[config.mk]
export PLATFORM = sky130hd
export DESIGN_NAME = linear_queue_with_bulk_add
export DESIGN_NICKNAME = d
export VERILOG_FILES = /design/src/design/lqba_pkg.sv /design/src/design/linear_queue_with_bulk_add.sv /design/src/design/lqba_mem.sv /design/src/design/lqba_ctrl.sv
export SDC_FILE = /design/constraint.sdc
export NUM_CORES = 1
export LEC_CHECK = 0
export ABC_CLOCK_PERIOD_IN_PS = 6200
export BUFFER_PORTS_ARGS = -buffer_cell sky130_fd_sc_hd__buf_2
export CAP_MARGIN = 15
export CORE_ASPECT_RATIO = 0.5
export CORE_MARGIN = 2
export CORE_UTILIZATION = 35
export DETAILED_ROUTE_END_ITERATION = 8
export HOLD_SLACK_MARGIN = 0.15
export PLACE_DENSITY_LB_ADDON = 0.1
export SLEW_MARGIN = 30
export SYNTH_ARGS = -nofsm -noshare
export SYNTH_HDL_FRONTEND = slang
export SYNTH_SLANG_ARGS = --single-unit
[constraint.sdc]
create_clock -name clk -period 6.2 [get_ports clk]
set_input_delay 1.86 -clock clk [delete_from_list [all_inputs] [get_ports clk]]
set_output_delay 1.86 -clock clk [all_outputs]
set_load 0.005 [all_outputs]
[src/design/lqba_pkg.sv]
`timescale 1ns / 1ps

package lqba_pkg;

  localparam int WORD_W = 32;
  localparam int CAP_W  = 5;
  localparam logic [CAP_W-1:0] CAP_RESET = 5'd16;

  typedef enum logic [1:0] {
    REQ_ENQ  = 2'd0,
    REQ_DEQ  = 2'd1,
    REQ_DISP = 2'd2,
    REQ_ADD  = 2'd3
  } req_t;

  typedef enum logic [1:0] {
    STAT_OK    = 2'd0,
    STAT_FULL  = 2'd1,
    STAT_EMPTY = 2'd2
  } status_t;

  typedef enum logic [2:0] {
    ST_IDLE,
    ST_DEQ,
    ST_DISP,
    ST_ADD,
    ST_FIN
  } state_t;

  typedef struct packed {
    logic [1:0]               status;
    logic signed [WORD_W-1:0] data_word;
    logic                     last_of_run;
  } res_t;

endpackage

[src/design/linear_queue_with_bulk_add.sv]
`timescale 1ns / 1ps

// Linear (non-circular) queue of 32-bit signed words with bulk add.
// Input channel in_*: one request per transfer (enqueue, dequeue, display,
// add addend to every held word). Result channel out_*: status, data word and
// a last flag on the final result of each request. cfg_wr_en/cfg_wr_data set
// the capacity (saturates at DEPTH); write it only while the block is idle.
// Timing: results leave through one output register. Enqueue and every
// empty/full case answer straight from the request transfer. Dequeue goes
// through a registered RAM read. Display of n words sends one word per cycle
// while the output is not stalled. Add over n words: the single RAM read
// port and the adder walk the held words one per cycle, then the status goes
// out. in_stall stays high until the request's last result is handed to the
// output register.
// Reset empties the queue (pointers to zero) and sets capacity to 16; stored
// words are not cleared. A high out_stall holds the output register and the
// block simply waits; nothing is dropped.
module linear_queue_with_bulk_add #(
  parameter int DEPTH = 16
) (
  input  logic                                clk,
  input  logic                                rst_n,
  input  logic                                in_valid,
  output logic                                in_stall,
  input  logic [1:0]                          in_req_type,
  input  logic signed [lqba_pkg::WORD_W-1:0]  in_enqueue_value,
  input  logic signed [lqba_pkg::WORD_W-1:0]  in_addend,
  output logic                                out_valid,
  input  logic                                out_stall,
  output logic [1:0]                          out_status,
  output logic signed [lqba_pkg::WORD_W-1:0]  out_data_word,
  output logic                                out_last_of_run,
  input  logic                                cfg_wr_en,
  input  logic [lqba_pkg::CAP_W-1:0]          cfg_wr_data
);

  localparam int AW = (DEPTH > 1) ? $clog2(DEPTH) : 1;
  localparam int PW = $clog2(DEPTH + 1);

  logic                        res_valid;
  logic                        res_ready;
  lqba_pkg::res_t              res;
  logic                        wr_en;
  logic [AW-1:0]               wr_addr;
  logic [lqba_pkg::WORD_W-1:0] wr_data;
  logic                        rd_en;
  logic [AW-1:0]               rd_addr;
  logic [lqba_pkg::WORD_W-1:0] rd_data;

  logic           out_valid_r;
  lqba_pkg::res_t out_r;

  assign res_ready = !out_valid_r || !out_stall;

  lqba_ctrl #(
    .DEPTH(DEPTH),
    .AW   (AW),
    .PW   (PW)
  ) u_ctrl (
    .clk             (clk),
    .rst_n           (rst_n),
    .in_valid        (in_valid),
    .in_stall        (in_stall),
    .in_req_type     (in_req_type),
    .in_enqueue_value(in_enqueue_value),
    .in_addend       (in_addend),
    .cfg_wr_en       (cfg_wr_en),
    .cfg_wr_data     (cfg_wr_data),
    .res_valid       (res_valid),
    .res_ready       (res_ready),
    .res             (res),
    .wr_en           (wr_en),
    .wr_addr         (wr_addr),
    .wr_data         (wr_data),
    .rd_en           (rd_en),
    .rd_addr         (rd_addr),
    .rd_data         (rd_data)
  );

  lqba_mem #(
    .DEPTH(DEPTH),
    .AW   (AW)
  ) u_mem (
    .clk    (clk),
    .wr_en  (wr_en),
    .wr_addr(wr_addr),
    .wr_data(wr_data),
    .rd_en  (rd_en),
    .rd_addr(rd_addr),
    .rd_data(rd_data)
  );

  always_ff @(posedge clk) begin
    if (!rst_n) begin
      out_valid_r <= 1'b0;
    end else if (res_ready) begin
      out_valid_r <= res_valid;
    end
  end

  always_ff @(posedge clk) begin
    if (res_ready && res_valid) begin
      out_r <= res;
    end
  end

  assign out_valid       = out_valid_r;
  assign out_status      = out_r.status;
  assign out_data_word   = out_r.data_word;
  assign out_last_of_run = out_r.last_of_run;

endmodule

[src/design/lqba_mem.sv]
`timescale 1ns / 1ps

module lqba_mem #(
  parameter int DEPTH = 16,
  parameter int AW    = 4
) (
  input  logic                          clk,
  input  logic                          wr_en,
  input  logic [AW-1:0]                 wr_addr,
  input  logic [lqba_pkg::WORD_W-1:0]   wr_data,
  input  logic                          rd_en,
  input  logic [AW-1:0]                 rd_addr,
  output logic [lqba_pkg::WORD_W-1:0]   rd_data
);

  logic [lqba_pkg::WORD_W-1:0] mem [0:DEPTH-1];
  logic [lqba_pkg::WORD_W-1:0] rd_data_r;

  always_ff @(posedge clk) begin
    if (wr_en) begin
      mem[wr_addr] <= wr_data;
    end
  end

  always_ff @(posedge clk) begin
    if (rd_en) begin
      rd_data_r <= mem[rd_addr];
    end
  end

  assign rd_data = rd_data_r;

endmodule

[src/design/lqba_ctrl.sv]
`timescale 1ns / 1ps

module lqba_ctrl #(
  parameter int DEPTH = 16,
  parameter int AW    = 4,
  parameter int PW    = 5
) (
  input  logic                                clk,
  input  logic                                rst_n,
  input  logic                                in_valid,
  output logic                                in_stall,
  input  logic [1:0]                          in_req_type,
  input  logic signed [lqba_pkg::WORD_W-1:0]  in_enqueue_value,
  input  logic signed [lqba_pkg::WORD_W-1:0]  in_addend,
  input  logic                                cfg_wr_en,
  input  logic [lqba_pkg::CAP_W-1:0]          cfg_wr_data,
  output logic                                res_valid,
  input  logic                                res_ready,
  output lqba_pkg::res_t                      res,
  output logic                                wr_en,
  output logic [AW-1:0]                       wr_addr,
  output logic [lqba_pkg::WORD_W-1:0]         wr_data,
  output logic                                rd_en,
  output logic [AW-1:0]                       rd_addr,
  input  logic [lqba_pkg::WORD_W-1:0]         rd_data
);

  localparam int CMPW = (PW > lqba_pkg::CAP_W) ? PW : lqba_pkg::CAP_W;

  lqba_pkg::state_t state_r, state_nxt;
  logic [PW-1:0] head_r, head_nxt;
  logic [PW-1:0] tail_r, tail_nxt;
  logic [PW-1:0] ptr_r, ptr_nxt;
  logic [lqba_pkg::WORD_W-1:0] addend_r, addend_nxt;
  logic [lqba_pkg::CAP_W-1:0] cap_r;

  logic          in_xfer;
  logic          empty;
  logic          full;
  logic [PW-1:0] ptr_inc;
  logic [PW-1:0] head_inc;
  logic          ptr_last;
  logic          head_last;
  lqba_pkg::req_t req;

  assign req       = lqba_pkg::req_t'(in_req_type);
  assign in_stall  = !((state_r == lqba_pkg::ST_IDLE) && res_ready);
  assign in_xfer   = in_valid && !in_stall;
  assign empty     = head_r >= tail_r;
  // effective capacity is min(capacity, DEPTH)
  assign full      = (CMPW'(tail_r) >= CMPW'(cap_r)) || (tail_r >= PW'(DEPTH));
  assign ptr_inc   = ptr_r + PW'(1);
  assign head_inc  = head_r + PW'(1);
  assign ptr_last  = ptr_inc >= tail_r;
  assign head_last = head_inc >= tail_r;

  always_ff @(posedge clk) begin
    if (!rst_n) begin
      state_r <= lqba_pkg::ST_IDLE;
      head_r  <= '0;
      tail_r  <= '0;
      cap_r   <= lqba_pkg::CAP_RESET;
    end else begin
      state_r <= state_nxt;
      head_r  <= head_nxt;
      tail_r  <= tail_nxt;
      if (cfg_wr_en) begin
        cap_r <= cfg_wr_data;
      end
    end
  end

  always_ff @(posedge clk) begin
    ptr_r    <= ptr_nxt;
    addend_r <= addend_nxt;
  end

  // next state
  always_comb begin
    state_nxt = state_r;
    unique case (state_r)
      lqba_pkg::ST_IDLE: begin
        if (in_xfer && !empty) begin
          unique case (req)
            lqba_pkg::REQ_DEQ:  state_nxt = lqba_pkg::ST_DEQ;
            lqba_pkg::REQ_DISP: state_nxt = lqba_pkg::ST_DISP;
            lqba_pkg::REQ_ADD:  state_nxt = lqba_pkg::ST_ADD;
            default:            state_nxt = lqba_pkg::ST_IDLE;
          endcase
        end
      end
      lqba_pkg::ST_DEQ: begin
        if (res_ready) begin
          state_nxt = lqba_pkg::ST_IDLE;
        end
      end
      lqba_pkg::ST_DISP: begin
        if (res_ready && ptr_last) begin
          state_nxt = lqba_pkg::ST_IDLE;
        end
      end
      lqba_pkg::ST_ADD: begin
        if (ptr_last) begin
          state_nxt = lqba_pkg::ST_FIN;
        end
      end
      lqba_pkg::ST_FIN: begin
        if (res_ready) begin
          state_nxt = lqba_pkg::ST_IDLE;
        end
      end
      default: state_nxt = lqba_pkg::ST_IDLE;
    endcase
  end

  // outputs and datapath
  always_comb begin
    res_valid       = 1'b0;
    res.status      = lqba_pkg::STAT_OK;
    res.data_word   = '0;
    res.last_of_run = 1'b1;
    wr_en           = 1'b0;
    wr_addr         = tail_r[AW-1:0];
    wr_data         = in_enqueue_value;
    rd_en           = 1'b0;
    rd_addr         = head_r[AW-1:0];
    head_nxt        = head_r;
    tail_nxt        = tail_r;
    ptr_nxt         = ptr_r;
    addend_nxt      = addend_r;
    unique case (state_r)
      lqba_pkg::ST_IDLE: begin
        ptr_nxt    = head_r;
        addend_nxt = in_addend;
        if (in_xfer) begin
          if (req == lqba_pkg::REQ_ENQ) begin
            res_valid = 1'b1;
            if (full) begin
              res.status = lqba_pkg::STAT_FULL;
            end else begin
              wr_en    = 1'b1;
              tail_nxt = tail_r + PW'(1);
            end
          end else if (empty) begin
            res_valid  = 1'b1;
            res.status = lqba_pkg::STAT_EMPTY;
          end else begin
            rd_en = 1'b1;
          end
        end
      end
      lqba_pkg::ST_DEQ: begin
        res_valid     = 1'b1;
        res.data_word = rd_data;
        if (res_ready) begin
          if (head_last) begin
            head_nxt = '0;
            tail_nxt = '0;
          end else begin
            head_nxt = head_inc;
          end
        end
      end
      lqba_pkg::ST_DISP: begin
        res_valid       = 1'b1;
        res.data_word   = rd_data;
        res.last_of_run = ptr_last;
        if (res_ready && !ptr_last) begin
          ptr_nxt = ptr_inc;
          rd_en   = 1'b1;
          rd_addr = ptr_inc[AW-1:0];
        end
      end
      lqba_pkg::ST_ADD: begin
        // read-modify-write, one word per cycle
        wr_en   = 1'b1;
        wr_addr = ptr_r[AW-1:0];
        wr_data = rd_data + addend_r;
        if (!ptr_last) begin
          ptr_nxt = ptr_inc;
          rd_en   = 1'b1;
          rd_addr = ptr_inc[AW-1:0];
        end
      end
      lqba_pkg::ST_FIN: begin
        res_valid = 1'b1;
      end
      default: begin
        res_valid = 1'b0;
      end
    endcase
  end

endmodule

==> run_results.csv <==
group,metric,value,unit
sta,skew,0.0215,ns
clock_network,clk_path_buf_depth,3,
global_route,grt_max_degree,87,
clock_network,cts_hold_buf,0,
floorplan,die_w,395,um
yosys,synth_compound_area_frac,0.0812,
yosys,avgSynthCellArea,16.0,um2
clock_network,cts_buffers,60,
layout,drive_gt1_frac,0.213,
global_route,grt_pass1_wl,108000,um
yosys,netlist_area,26700,um2
placed_design,place_congestion,0.777,
yosys,syn-num-nets,1799,
floorplan,fp.dieH,199,um
clock_network,clk_pin_slew,0.07,ns
layout,final_common_cell,"edfxtp_1",
yosys,synth_mux_area_frac,0.106,
status,outcome,"complete, no violations",
clock_network,cts_tree,"yes",
global_route,antenna_found_initial,1,
yosys,synthCells,1668,
clock_network,cts-root-buf,"clkbuf_16",
setup_path,crit_arrival,4.95,ns
clock_network,clock_sinks,635,
drt,drt_wl_total,76600,um
setup_path,slowest_stage,"o31ai_2",
power_and_ir_drop,pwr-share-comb,0.109,
power_and_ir_drop,power_frac_seq,0.517,
sta,drv_slew,0,
drt,first_pass_iters,5,
drt,ant_nets,0,
setup_path,crit_required,6.56,ns
yosys,synth-seq-cells,635,
floorplan,pin_count,113,
setup_path,crit_buf_inv,1,
yosys,synth_top_family_by_area,"multiplexers",
drt,drc,0,
placed_design,dp_hpwl,43300,um
power_and_ir_drop,power.density,314,nW/um2
setup_path,end_kind,"register",
yosys,yosysUniqueCellTypes,66,
power_and_ir_drop,peakVddDrop,0.204,mV
power_and_ir_drop,clkPwrFrac,0.374,
clock_network,post_cts_resized,0,
setup_path,crit_path_start_kind,"register",
power_and_ir_drop,intPower,0.00730,W
floorplan,start_util,0.354,
setup_path,critPathKind,"reg2reg",
setup_path,crit_family,"compound AO/OA/AOI/OAI gates",
yosys,synth_xor_area_frac,0.0102,
sta,fin_ws,1.61,ns
power_and_ir_drop,swShare,0.246,
drt,initialDrtViolationCount,1152,
floorplan,row_count,71,
clock_network,clk_latency,0.64,ns
sta,worst_slew_pin_slew,1.01,ns
layout,mostFrequentLayoutCells,"edfxtp_1 (616), mux2i_1 (134), buf_2 (112)",
layout,nets,1959,
yosys,ys_seq_area_frac,0.707,
flow_run,drv_cap,0,
floorplan,dieArea,78600,um2
yosys,synth_flop_cell,"edfxtp_1",
yosys,synth_edf_count,616,
sta,setup_tns,0,ns
power_and_ir_drop,p_leak,11.3,nW
global_route,grt_overflow_total,0,
drt,routed-via-count,15100,
drt,drt-wirelength-per-cell,26.5,um
drt,avgViaCountPerCell,5.21,
sta,rsz0062_at_grt,"false",
power_and_ir_drop,switching_power,0.00238,W
sta,finalHoldViolations,0,
placed_design,portBuffers,112,
setup_path,cp_slowest_stage_delay,0.76,ns
sta,post-route-period-util,0.740,
setup_path,path_cells,"ha_1 -> inv_1 -> fa_1 -> nor2b_1 -> o31a_1 -> o2111ai_1 -> nand3_1 -> o31ai_2 -> o221ai_1 -> o41ai_2 -> xor2_1 -> o21ai_2",
sta,fin_crit,4.59,ns
yosys,synth_warnings,0,
yosys,synth-adder-area-share,0.0261,
min_path,hold_class,"reg2reg",
setup_path,cp_max_fo,16,
global_route,grt_pass1_vias,15000,
floorplan,core_area,75300,um2
sta,fmaxAchievable,218,MHz
yosys,async_reset_ff_frac,0,
placed_design,place_ws,1.17,ns
yosys,yosysTopAreaCell,"edfxtp_1",
sta,slew_headroom,0.329,
sta,setup_viol,0,
clock_network,cts_htree_levels,2,
yosys,yosys.area_share.simple,0.0508,
yosys,ys_top_cells_by_area,"edfxtp_1 (69%), mux2i_1 (5.0%), mux2_2 (4.0%), ha_1 (2.5%), dfxtp_1 (1.4%)",
clock_network,cts_setup_buffers,0,
yosys,yosys.area.top_type_share,0.693,
global_route,track_usage,0.193,
layout,area_growth,15.5,%
## flip-flops by register name, indices dropped and copies added, names as in the netlist
name	flops
u_ctrl.cap_r	5
out_data_word	32
u_ctrl.addend_r	32
u_ctrl.head_r	5
out_status	2
u_ctrl.state_r	3
u_ctrl.tail_r	5
out_valid	1
u_ctrl.ptr_r	5
out_last_of_run	1
u_mem.rd_data	32
u_mem.mem	512
## synthesized netlist by cell type, drive strengths merged (14+ instances only)
cell / n
a21o: 14
a21oi: 30
a221oi: 35
a22oi: 36
and2: 42
buf: 42
clkbuf: 37
dfxtp: 19
edfxtp: 616
ha: 54
inv: 25
mux2: 128
mux2i: 136
nand2: 73
nand3: 46
nor2: 45
nor2b: 15
o21ai: 59
o22a: 32
o22ai: 33
xnor2: 16
xor2: 15
## final cells by class
type	instances	area, um2
Timing Repair Buffer	177	1190
Tap cell	1022	1280
Clock buffer	73	1570
Sequential cell	635	18900
Multi-Input combinational cell	929	7530
Antenna cell	1	2.50
Inverter	25	93.8
Fill cell	6975	44500
Clock inverter	28	277
## final timing paths
check                                                  start                            to  slack [ns]  cells after the start
worst max-delay path              u_mem.rd_data[0]$_DFFE_PP_   u_mem.mem[11][30]$_DFFE_PP_        1.61                     12
worst max register to register    u_mem.rd_data[0]$_DFFE_PP_   u_mem.mem[11][30]$_DFFE_PP_        1.61                     12
worst min register to register  u_ctrl.cap_r[4]$_SDFFE_PN1P_  u_ctrl.cap_r[4]$_SDFFE_PN1P_        0.52                      2
worst min-delay path            u_ctrl.cap_r[4]$_SDFFE_PN1P_  u_ctrl.cap_r[4]$_SDFFE_PN1P_        0.52                      2
## layer usage
| metal | share of wire | routed length, um | track usage | up-vias |
|---|---|---|---|---|
| li1 | - | - | - | 6882 |
| met1 | 0.48 | 37000 | 0.277 | 7770 |
| met2 | 0.46 | 35300 | 0.310 | 310 |
| met3 | 0.040 | 3090 | 0.0289 | 89 |
| met4 | 0.016 | 1230 | 0.0413 | 0 |
| met5 | 0 | 0 | 0 | - |
## kinds of logic after synthesis
| group | count (synthesis) |
|---|---|
| fa+ha+maj | 55 |
| xor+xnor | 31 |
| simple gates | 272 |
| compound gates | 307 |
| mux | 264 |
| flops | 635 |
| buf+inv | 104 |
## worst min-delay path, stage by stage, from the launching register on
cell and delay, ns:
dfxtp_1 0.30, inv_1 0.07, o211ai_1 0.10
## through the flow
| step | utilization | power (W) | instance area (um2) | cells | hold slack, ns |
|---|---|---|---|---|---|
| after floorplan | - | 0.00571 | 26700 | 1668 | 0.480 |
| after global placement | 0.384 | 0.00615 | 28900 | 2788 | 0.509 |
| after detailed placement | 0.384 | 0.00616 | 29000 | 2788 | 0.511 |
| after CTS | 0.409 | 0.00979 | 30800 | 2889 | 0.528 |
| after global routing | 0.409 | 0.0100 | 30800 | 2889 | 0.551 |
| final | 0.409 | 0.00968 | 30800 | 2890 | 0.517 |
## power by group through the flow
| stage | Clock [W] | Combinational [W] | Sequential (W) |
|---|---|---|---|
| after floorplan | 0 | 0.000627 | 0.00508 |
| after global placement | 0 | 0.00106 | 0.00510 |
| after detailed placement | 0 | 0.00106 | 0.00510 |
| after CTS | 0.00371 | 0.00107 | 0.00501 |
| after global routing | 0.00386 | 0.00117 | 0.00502 |
| final | 0.00362 | 0.00105 | 0.00500 |
No activity file was read; power rests on OpenSTA's default activity.
